==> config.mk <==
export PLATFORM = sky130hd
export DESIGN_NAME = length_prefix_deframer
export DESIGN_NICKNAME = d
export VERILOG_FILES = /design/src/design/lpd_pkg.sv /design/src/design/length_prefix_deframer.sv /design/src/design/lpd_core.sv /design/src/design/lpd_out_buf.sv
export SDC_FILE = /design/constraint.sdc
export NUM_CORES = 1
export LEC_CHECK = 0
export ABC_AREA = 1
export BUFFER_PORTS_ARGS = -buffer_cell sky130_fd_sc_hd__buf_2
export CAP_MARGIN = 20
export CORE_UTILIZATION = 40
export CTS_CLUSTER_DIAMETER = 80
export DETAILED_ROUTE_END_ITERATION = 10
export HOLD_SLACK_MARGIN = 0.05
export PLACE_DENSITY = 0.7
export SLEW_MARGIN = 20
export SYNTH_ARGS = -nofsm -noshare
export SYNTH_HDL_FRONTEND = slang
export SYNTH_HIERARCHICAL = 1
export SYNTH_SLANG_ARGS = --single-unit
export TNS_END_PERCENT = 20
==> constraint.sdc <==
create_clock -name clk_i -period 3.4 [get_ports clk_i]
set_input_delay 0.68 -clock clk_i [delete_from_list [all_inputs] [get_ports clk_i]]
set_output_delay 0.68 -clock clk_i [all_outputs]
set_load 0.005 [all_outputs]
==> src/design/lpd_pkg.sv <==
// Shared types and constants for the length-prefix deframer.
// Used by lpd_core, lpd_out_buf and length_prefix_deframer.
// No dependencies.
package lpd_pkg;

  // Parse phase of the incoming byte stream
  typedef enum logic [1:0] {
    PH_LOW     = 2'd0,
    PH_HIGH    = 2'd1,
    PH_PAYLOAD = 2'd2,
    PH_STOPPED = 2'd3
  } phase_e;

  // Result kind codes
  typedef enum logic [1:0] {
    KIND_BYTE    = 2'd0,
    KIND_EMPTY   = 2'd1,
    KIND_ABORT   = 2'd2,
    KIND_TOOLONG = 2'd3
  } kind_e;

  // Input operation codes
  typedef enum logic {
    OP_BYTE  = 1'b0,
    OP_FLUSH = 1'b1
  } op_e;

  localparam int unsigned LenWidth = 16;
  localparam int unsigned ByteWidth = 8;
  localparam logic [LenWidth-1:0] MaxPayloadReset = 16'hFFFF;

  // One result transaction
  typedef struct packed {
    kind_e                kind;
    logic [ByteWidth-1:0] out_byte;
    logic                 last;
  } result_t;

endpackage

==> src/design/length_prefix_deframer.sv <==
// Length-prefix deframer: 2-byte little-endian header, then payload bytes.
// Results are registered in the output buffer before they appear on the output.
// Throughput: one input transaction per cycle, limited only by the output register
// draining; input is ready whenever that register is empty or being taken.
// Reset: phase to header-low, counters cleared, max_payload to 65535, output empty.
module length_prefix_deframer (
  input  logic                          clk_i,
  input  logic                          rst_ni,
  input  logic                          in_valid_i,
  output logic                          in_ready_o,
  input  logic                          op_i,
  input  logic [lpd_pkg::ByteWidth-1:0] data_byte_i,
  output logic                          out_valid_o,
  input  logic                          out_ready_i,
  output logic [1:0]                    kind_o,
  output logic [lpd_pkg::ByteWidth-1:0] out_byte_o,
  output logic                          last_o,
  input  logic                          cfg_valid_i,
  output logic                          cfg_ready_o,
  input  logic [lpd_pkg::LenWidth-1:0]  cfg_max_payload_i
);

  logic             accept;
  logic             res_valid;
  logic             space;
  lpd_pkg::result_t res_core;
  lpd_pkg::result_t res_out;
  lpd_pkg::phase_e  phase;

  assign in_ready_o  = space;
  assign accept      = in_valid_i && space;
  assign cfg_ready_o = 1'b1;

  lpd_core u_core (
    .clk_i             (clk_i),
    .rst_ni            (rst_ni),
    .accept_i          (accept),
    .op_i              (lpd_pkg::op_e'(op_i)),
    .data_byte_i       (data_byte_i),
    .cfg_we_i          (cfg_valid_i),
    .cfg_max_payload_i (cfg_max_payload_i),
    .res_valid_o       (res_valid),
    .res_o             (res_core),
    .phase_o           (phase)
  );

  lpd_out_buf u_out_buf (
    .clk_i       (clk_i),
    .rst_ni      (rst_ni),
    .load_i      (res_valid),
    .res_i       (res_core),
    .out_ready_i (out_ready_i),
    .out_valid_o (out_valid_o),
    .space_o     (space),
    .res_o       (res_out)
  );

  assign kind_o     = res_out.kind;
  assign out_byte_o = res_out.out_byte;
  assign last_o     = res_out.last;

  // Once stopped by a too-long header, the parser stays stopped
  a_stop_sticky: assert property (@(posedge clk_i) disable iff (!rst_ni)
    phase == lpd_pkg::PH_STOPPED |=> phase == lpd_pkg::PH_STOPPED)
    else $error("deframer left stopped phase");

  // A too-long result puts the parser into the stopped phase
  a_toolong_stops: assert property (@(posedge clk_i) disable iff (!rst_ni)
    res_valid && res_core.kind == lpd_pkg::KIND_TOOLONG |=> phase == lpd_pkg::PH_STOPPED)
    else $error("too-long result without stop");

  // Last mark only on payload bytes and empty packets
  a_last_kind: assert property (@(posedge clk_i) disable iff (!rst_ni)
    out_valid_o && last_o |->
      kind_o == lpd_pkg::KIND_BYTE || kind_o == lpd_pkg::KIND_EMPTY)
    else $error("last set on wrong result kind");

  // Non-payload results carry a zero byte
  a_zero_byte: assert property (@(posedge clk_i) disable iff (!rst_ni)
    out_valid_o && kind_o != lpd_pkg::KIND_BYTE |-> out_byte_o == '0)
    else $error("nonzero byte on non-payload result");

endmodule

==> src/design/lpd_core.sv <==
// Header parser and payload counter of the length-prefix deframer.
// Holds phase, length and max_payload state; forms at most one result per transaction.
// Depends on lpd_pkg.
module lpd_core (
  input  logic                                  clk_i,
  input  logic                                  rst_ni,
  input  logic                                  accept_i,
  input  lpd_pkg::op_e                          op_i,
  input  logic [lpd_pkg::ByteWidth-1:0]         data_byte_i,
  input  logic                                  cfg_we_i,
  input  logic [lpd_pkg::LenWidth-1:0]          cfg_max_payload_i,
  output logic                                  res_valid_o,
  output lpd_pkg::result_t                      res_o,
  output lpd_pkg::phase_e                       phase_o
);

  lpd_pkg::phase_e                   phase_q, phase_d;
  logic [lpd_pkg::ByteWidth-1:0]     length_low_q, length_low_d;
  logic [lpd_pkg::LenWidth-1:0]      remaining_q, remaining_d;
  logic                              started_q, started_d;
  logic [lpd_pkg::LenWidth-1:0]      max_payload_q;
  logic [lpd_pkg::LenWidth-1:0]      len;
  logic                              is_last;

  assign len     = {data_byte_i, length_low_q};
  assign is_last = (remaining_q <= lpd_pkg::LenWidth'(1));

  // Next state and result for the transaction at the input
  always_comb begin
    phase_d           = phase_q;
    length_low_d      = length_low_q;
    remaining_d       = remaining_q;
    started_d         = started_q;
    res_valid_o       = 1'b0;
    res_o.kind        = lpd_pkg::KIND_BYTE;
    res_o.out_byte    = '0;
    res_o.last        = 1'b0;
    if (phase_q == lpd_pkg::PH_STOPPED) begin
      // ignore everything until reset
    end else if (op_i == lpd_pkg::OP_FLUSH) begin
      // drop partial frame; abort if payload already went out
      phase_d      = lpd_pkg::PH_LOW;
      length_low_d = '0;
      remaining_d  = '0;
      started_d    = 1'b0;
      if (phase_q == lpd_pkg::PH_PAYLOAD && started_q) begin
        res_valid_o = 1'b1;
        res_o.kind  = lpd_pkg::KIND_ABORT;
      end
    end else begin
      case (phase_q)
        lpd_pkg::PH_LOW: begin
          length_low_d = data_byte_i;
          phase_d      = lpd_pkg::PH_HIGH;
        end
        lpd_pkg::PH_HIGH: begin
          length_low_d = '0;
          if (len > max_payload_q) begin
            phase_d     = lpd_pkg::PH_STOPPED;
            res_valid_o = 1'b1;
            res_o.kind  = lpd_pkg::KIND_TOOLONG;
          end else if (len == '0) begin
            phase_d     = lpd_pkg::PH_LOW;
            res_valid_o = 1'b1;
            res_o.kind  = lpd_pkg::KIND_EMPTY;
            res_o.last  = 1'b1;
          end else begin
            remaining_d = len;
            started_d   = 1'b0;
            phase_d     = lpd_pkg::PH_PAYLOAD;
          end
        end
        default: begin
          // pass one payload byte, mark the final one
          res_valid_o    = 1'b1;
          res_o.kind     = lpd_pkg::KIND_BYTE;
          res_o.out_byte = data_byte_i;
          res_o.last     = is_last;
          if (is_last) begin
            remaining_d = '0;
            started_d   = 1'b0;
            phase_d     = lpd_pkg::PH_LOW;
          end else begin
            remaining_d = remaining_q - lpd_pkg::LenWidth'(1);
            started_d   = 1'b1;
          end
        end
      endcase
    end
    if (!accept_i) begin
      res_valid_o = 1'b0;
    end
  end

  // Advance parse state on each accepted transaction
  always_ff @(posedge clk_i or negedge rst_ni) begin
    if (!rst_ni) begin
      phase_q      <= lpd_pkg::PH_LOW;
      length_low_q <= '0;
      remaining_q  <= '0;
      started_q    <= 1'b0;
    end else if (accept_i) begin
      phase_q      <= phase_d;
      length_low_q <= length_low_d;
      remaining_q  <= remaining_d;
      started_q    <= started_d;
    end
  end

  // Hold the configured maximum length
  always_ff @(posedge clk_i or negedge rst_ni) begin
    if (!rst_ni) begin
      max_payload_q <= lpd_pkg::MaxPayloadReset;
    end else if (cfg_we_i) begin
      max_payload_q <= cfg_max_payload_i;
    end
  end

  assign phase_o = phase_q;

endmodule

==> src/design/lpd_out_buf.sv <==
// Output result register of the length-prefix deframer.
// Holds one result until the downstream side takes it.
// Depends on lpd_pkg.
module lpd_out_buf (
  input  logic             clk_i,
  input  logic             rst_ni,
  input  logic             load_i,
  input  lpd_pkg::result_t res_i,
  input  logic             out_ready_i,
  output logic             out_valid_o,
  output logic             space_o,
  output lpd_pkg::result_t res_o
);

  logic             valid_q, valid_d;
  lpd_pkg::result_t res_q;

  // Free when empty or emptied this cycle
  assign space_o = !valid_q || out_ready_i;

  always_comb begin
    valid_d = valid_q;
    if (load_i) begin
      valid_d = 1'b1;
    end else if (out_ready_i) begin
      valid_d = 1'b0;
    end
  end

  always_ff @(posedge clk_i or negedge rst_ni) begin
    if (!rst_ni) begin
      valid_q <= 1'b0;
    end else begin
      valid_q <= valid_d;
    end
  end

  // Capture result payload
  always_ff @(posedge clk_i) begin
    if (load_i) begin
      res_q <= res_i;
    end
  end

  assign out_valid_o = valid_q;
  assign res_o       = res_q;

endmodule
# ---- Word-level counts from Yosys, hierarchy flattened
# Index checks and enable logic that the tools add are counted.
dict set report totals {
  register_bits 55
  inputBits 30
  out_inout_bits 14
  wordCells 66
}
dict set report classes {
  add_sub_neg 1
  n_lt_le_gt_ge 2
  eq_ne 6
  n_mux 33
  n_bitwise 1
  n_reduce_logical 14
}
# operator n
set ops {}
lappend ops {{two-way mux 16 bit} 4}
lappend ops {{case mux 16 bit (2 select lines)} 1}
lappend ops {{> comparator 16 bit} 1}
lappend ops {{less-or-equal comparator 16 x 1 -> 1 bit, second input constant} 1}
lappend ops {{logical NOT 16 bit} 1}
lappend ops {{two-way mux 2 bit} 8}
lappend ops {{case mux 8 bit (2 select lines)} 1}
lappend ops {{subtractor 16 x 1 -> 16 bit, second input constant} 1}
lappend ops {{two-way mux 1 bit} 14}
lappend ops {{two-way mux 8 bit} 1}
lappend ops {{!= test 3 bit, second input constant} 2}
lappend ops {{case mux 1 bit (2 select lines)} 3}
lappend ops {{AND reduction 3 bit} 2}
lappend ops {{AND reduction 5 bit} 1}
lappend ops {{== test 2 bit, second input constant} 2}
lappend ops {{case mux 2 bit (2 select lines)} 1}
lappend ops {{nonzero test 4 bit} 1}
lappend ops {{OR reduction 4 bit} 1}
lappend ops {{nonzero test 3 bit} 1}
lappend ops {{== test 2 x 1 -> 1 bit, second input constant} 1}
lappend ops {{logical AND 1 bit} 2}
lappend ops {{logical NOT 2 bit} 1}
lappend ops {{!= test 2 bit, second input constant} 1}
lappend ops {{nonzero test 2 bit} 1}
lappend ops {{4 further kinds} 4}

# ---- Logic depth before layout (Yosys ltp)
dict set report depth {
  ltp_word 8
  ltp_mapped 18
}

# ---- Cells and area by module
# Netlist, hierarchy kept.
# mod instances cells_each area_each_um2 seq_area_each_um2
set modules_own_cells {}
lappend modules_own_cells {lpd_core 1 402 3079.2 1096.1}
lappend modules_own_cells {lpd_out_buf 1 16 375.4 355.3}
lappend modules_own_cells {length_prefix_deframer 1 4 18.8 0.0}

# ---- Worst setup path after synthesis
# Ideal clock, no wire load.
dict set report synth_path {
  path_type {in2reg}
  from {input port data_byte_i[7] (netlist name)}
  to {register u_out_buf.res_q, in the netlist u_out_buf/res_o[0], enable pin}
  t_arrival_ns 2.196
  required_time_ns 3.016
  path_slack_ns 0.820
  stages 9
  n_path_buf 0
  path_cell_list {ha_1 nand2_2 nor3_2 nand2_1 nand2_2 nand2_2 nand2_4 nand2_1 a21oi_1}
}
dict set report synth_via {
  elab_chain_len 7
  word_cells_on_any_way 8
  classes_between {1 x order compare; 6 x mux; 1 x reduce/logical}
}
# element line_no
set synth_lines {}
lappend synth_lines {{from (decl)} length_prefix_deframer.sv:12} ;# input logic [lpd_pkg::ByteWidth-1:0] data_byte_i,
lappend synth_lines {{parallel branches: the longest is 2 deep, another holds > comparator 16 bit} -}
lappend synth_lines {{two-way mux 1 bit (*)} lpd_core.sv:58} ;# if (len > max_payload_q) begin
lappend synth_lines {{case mux 1 bit (2 select lines) (*)} lpd_core.sv:51} ;# case (phase_q)
lappend synth_lines {{two-way mux 1 bit (*)} lpd_core.sv:40} ;# end else if (op_i == lpd_pkg::OP_FLUSH) begin
lappend synth_lines {{two-way mux 1 bit (*)} lpd_core.sv:38} ;# if (phase_q == lpd_pkg::PH_STOPPED) begin
lappend synth_lines {{two-way mux 1 bit (*)} lpd_core.sv:90} ;# if (!accept_i) begin
lappend synth_lines {{named net res_valid} length_prefix_deframer.sv:24} ;# logic res_valid;
lappend synth_lines {{to (signal assigned)} lpd_out_buf.sv:41} ;# res_q <= res_i;
lappend synth_lines {{to (decl)} lpd_out_buf.sv:16} ;# lpd_pkg::result_t res_q;
# Mark *: on every way through the listed nets, which the timed path passes.
# A chain may end at the register's enable or synchronous reset.

# ---- Worst setup path after layout
dict set report layout_path {
  from {register u_core/max_payload_q[7] (netlist name)}
  to {register u_out_buf.res_q, in the netlist u_out_buf/res_o[1], enable pin}
}
dict set report layout_via {
  elab_chain_len 6
}
# element line_no
set layout_lines {}
lappend layout_lines {{from (decl)} lpd_core.sv:21} ;# logic [lpd_pkg::LenWidth-1:0] max_payload_q;
lappend layout_lines {{from (signal assigned)} lpd_core.sv:113} ;# max_payload_q <= lpd_pkg::MaxPayloadReset;
lappend layout_lines {{from (signal assigned)} lpd_core.sv:115} ;# max_payload_q <= cfg_max_payload_i;
lappend layout_lines {{> comparator 16 bit} lpd_core.sv:58}
lappend layout_lines {{two-way mux 1 bit} lpd_core.sv:58}
lappend layout_lines {{case mux 1 bit (2 select lines)} lpd_core.sv:51}
lappend layout_lines {{two-way mux 1 bit} lpd_core.sv:40}
lappend layout_lines {{two-way mux 1 bit} lpd_core.sv:38}
lappend layout_lines {{two-way mux 1 bit} lpd_core.sv:90}
lappend layout_lines {{named net res_valid} length_prefix_deframer.sv:24}
# The timed path passes the listed nets, and every way through them passes these cells.

==> flow_summary.toml <==
[cts]
cts_root_buffer = "clkbuf_8"
clkTransAtPathRegs_ns = 0.11
cts_buffer_depth = 2
cts_resized = 0
cts_setup_buffers = 0
numCtsBuffers = 5
clkLatencyLatePin_ns = 0.31
ctsHoldBuffers = 0
cts_tree = "done"
cts_sinks = 55
ctsHtreeMaxLevel = 2

[setup_path]
start_kind = "flop"
rr_startpoint = "u_core/max_payload_q[7]"
ff2ff_setup_slack_ns = 1.10
worstPathRequired_ns = 3.42
r2r_end = "u_out_buf/res_o[1]"
crit_fanout = 12
reg2regPathDepth = 13
cp-end-kind = "flop"
crit_type = "reg -> reg"
arrival_ns = 2.32

[grt]
grt_max_degree = 45
grt_antenna_before_repair = 0
grt_pass1_wl_mm = 13.5
grt_overflow_total = 0
track_usage_pct = 19.4
first_global_vias = 2825

[detailed_routing]
drc = 0
wl_per_cell_um = 14.1
vias = 2852
drt_pass1_iterations = 4
drtIter0Drc = 224
viasPerCell = 5.05
ant_nets = 0
wl_mm = 7.95

[sta]
rsz0062_at_grt = "no"
setup_tns_ns = 0
setup_violations = 0
finalCriticalPeriod_ns = 2.30
fin_crit_sh_pct = 67.5
worst_slew_pin_slew_ns = 0.649
drv_slew = 0
fmax_mhz = 436
fin_worst_skew_ns = 0.00949
whs_ns = 0.354
slew-limit-headroom_pct = 56.7
hold_viol_final = 0
fin_ws_ns = 1.10

[place]
preCtsSetupSlack_ns = 0.944
place_area_um2 = 3720
hpwl_mm = 5.94
finalWeightedCongestion = 0.952
io_buffers = 42

[floorplanning]
start_util_pct = 41.9
die_h_um = 95.2
core_um2 = 8300
io_pins = 44
dieArea_um2 = 9060
die_w_um = 95.2
rows = 33

[final_layout]
drive_above_1_share_pct = 25.2
fill_cells = 811
area_growth_pct = 9.76
design_area_um2 = 3810
final_common_cell = "nand2_1"
fin_nets = 507
antenna_cells = 0
final_cell_mix = "nand2_1, inv_1, buf_2"

[flow_run]
maxCapViolCount = 0

[logic_synthesis]
synth_area_per_cell_um2 = 8.23
synthTopCellsByArea = "dfrtp_1, dfstp_2, nand2_1"
synthCells = 422
synth-main-ff-cell = "dfrtp_1"
yosysSeqAreaShare_pct = 41.8
ys.warnings.count = 6
synth.distinct_cells = 40
synth_top_cell_by_area = "dfrtp_1"
netlist_area_um2 = 3470
synth-seq-cells = 55
async_reset_ff_share_pct = 80.0
synth_nets = 470
synth_edf_count = 11
synth_top_area_share_pct = 20.2

[pwr]
p_total_uw = 2920
power_density_nw_per_um2 = 765
total_leakage_power_uw = 0.00186
max-vdd-ir-drop_mv = 0.310

[run_status]
status = "completed"

[worst_hold_path]
hold_path.class = "in -> async"
[layer usage]
metal  track usage (%)  vias to the layer above  wire (µm)
met5                 0                        -          0
met4              4.80                        0         55
met3              2.23                        4        360
met2              32.0                       65       3770
met1              26.9                     1339       3760
li1                  -                     1444          -
[registers in the layout, indices dropped and copies added, names as in the netlist]
| name | flops |
|---|---|
| u_out_buf/out_valid_o | 1 |
| u_out_buf/res_o | 11 |
| u_core/remaining_q | 16 |
| u_core/phase_o | 2 |
| u_core/length_low_q | 8 |
| u_core/max_payload_q | 16 |
| u_core/started_q | 1 |
[critical path, stage by stage (launching register included)]
cell	delay (ns)
dfstp_2	0.54
inv_1	0.05
ha_1	0.29
nand2_1	0.07
nor2_1	0.19
nand2_1	0.08
nand2_1	0.09
nand2_1	0.07
nand2_2	0.07
nand2_2	0.08
nand2_4	0.09
nand2_1	0.06
a21oi_1	0.12
buf_4	0.21
[layout make-up]
cell class,count,area [µm²],area share (%)
timing repair buffer,43,220,5.78
sequential,55,1450,38.1
clock inverter,3,20.0,0.525
inverter,57,214,5.61
clock buffer,5,68.8,1.81
multi-input combinational,297,1710,44.8
tap,105,131,3.45
[synthesized netlist by cell type (2+ instances only)]
cell,instances
nand2_2,23
xor2_1,8
o22ai_1,9
nor3_1,3
buf_6,3
xnor2_1,4
dfstp_2,16
o21ai_0,28
nor2_2,6
nor2_1,32
buf_4,3
edfxtp_1,11
o21a_1,2
nor3_2,2
clkbuf_1,4
inv_2,8
inv_1,48
ha_1,18
nand2_8,2
nand4_1,13
a21oi_1,11
nand3_1,33
nand2_1,90
dfrtp_1,28
buf_2,2
[per-stage QoR]
step	util, %	instances
final	45.9	565
after global routing	45.9	565
after CTS	45.9	565
after detailed placement	44.8	557
after global placement	44.8	557
after floorplan	-	422
[worst max-delay path by stage]
stage                            start             endpoint  slack [ns]  cells past startpoint
2_1_floorplan           data_byte_i[7]   u_out_buf/res_o[0]        0.82                      9
3_3_place_gp            data_byte_i[3]   u_out_buf/res_o[9]        1.01                     11
3_5_place_dp            data_byte_i[3]   u_out_buf/res_o[9]        0.94                     11
4_1_cts        u_core/max_payload_q[7]  u_out_buf/res_o[10]        1.13                     13
5_1_grt        u_core/max_payload_q[7]  u_out_buf/res_o[10]        0.89                     13
6_report       u_core/max_payload_q[7]   u_out_buf/res_o[1]        1.10                     13
[logic make-up after synthesis]
logic type	Yosys count	share of synthesized area [%]
simple gates	209	29.9
buf+inv	70	9.08
compound gates	56	9.33
flops	55	41.8
fa+ha+maj	18	6.48
xor+xnor	12	3.03
other cells	1	0.108
mux	1	0.324
[where the power goes]
| group | internal (µW) | switching [µW] |
|---|---|---|
| clock | 144 | 224 |
| sequential | 861 | 173 |
| combinational | 556 | 959 |
Power figures use the tool's default switching activity.
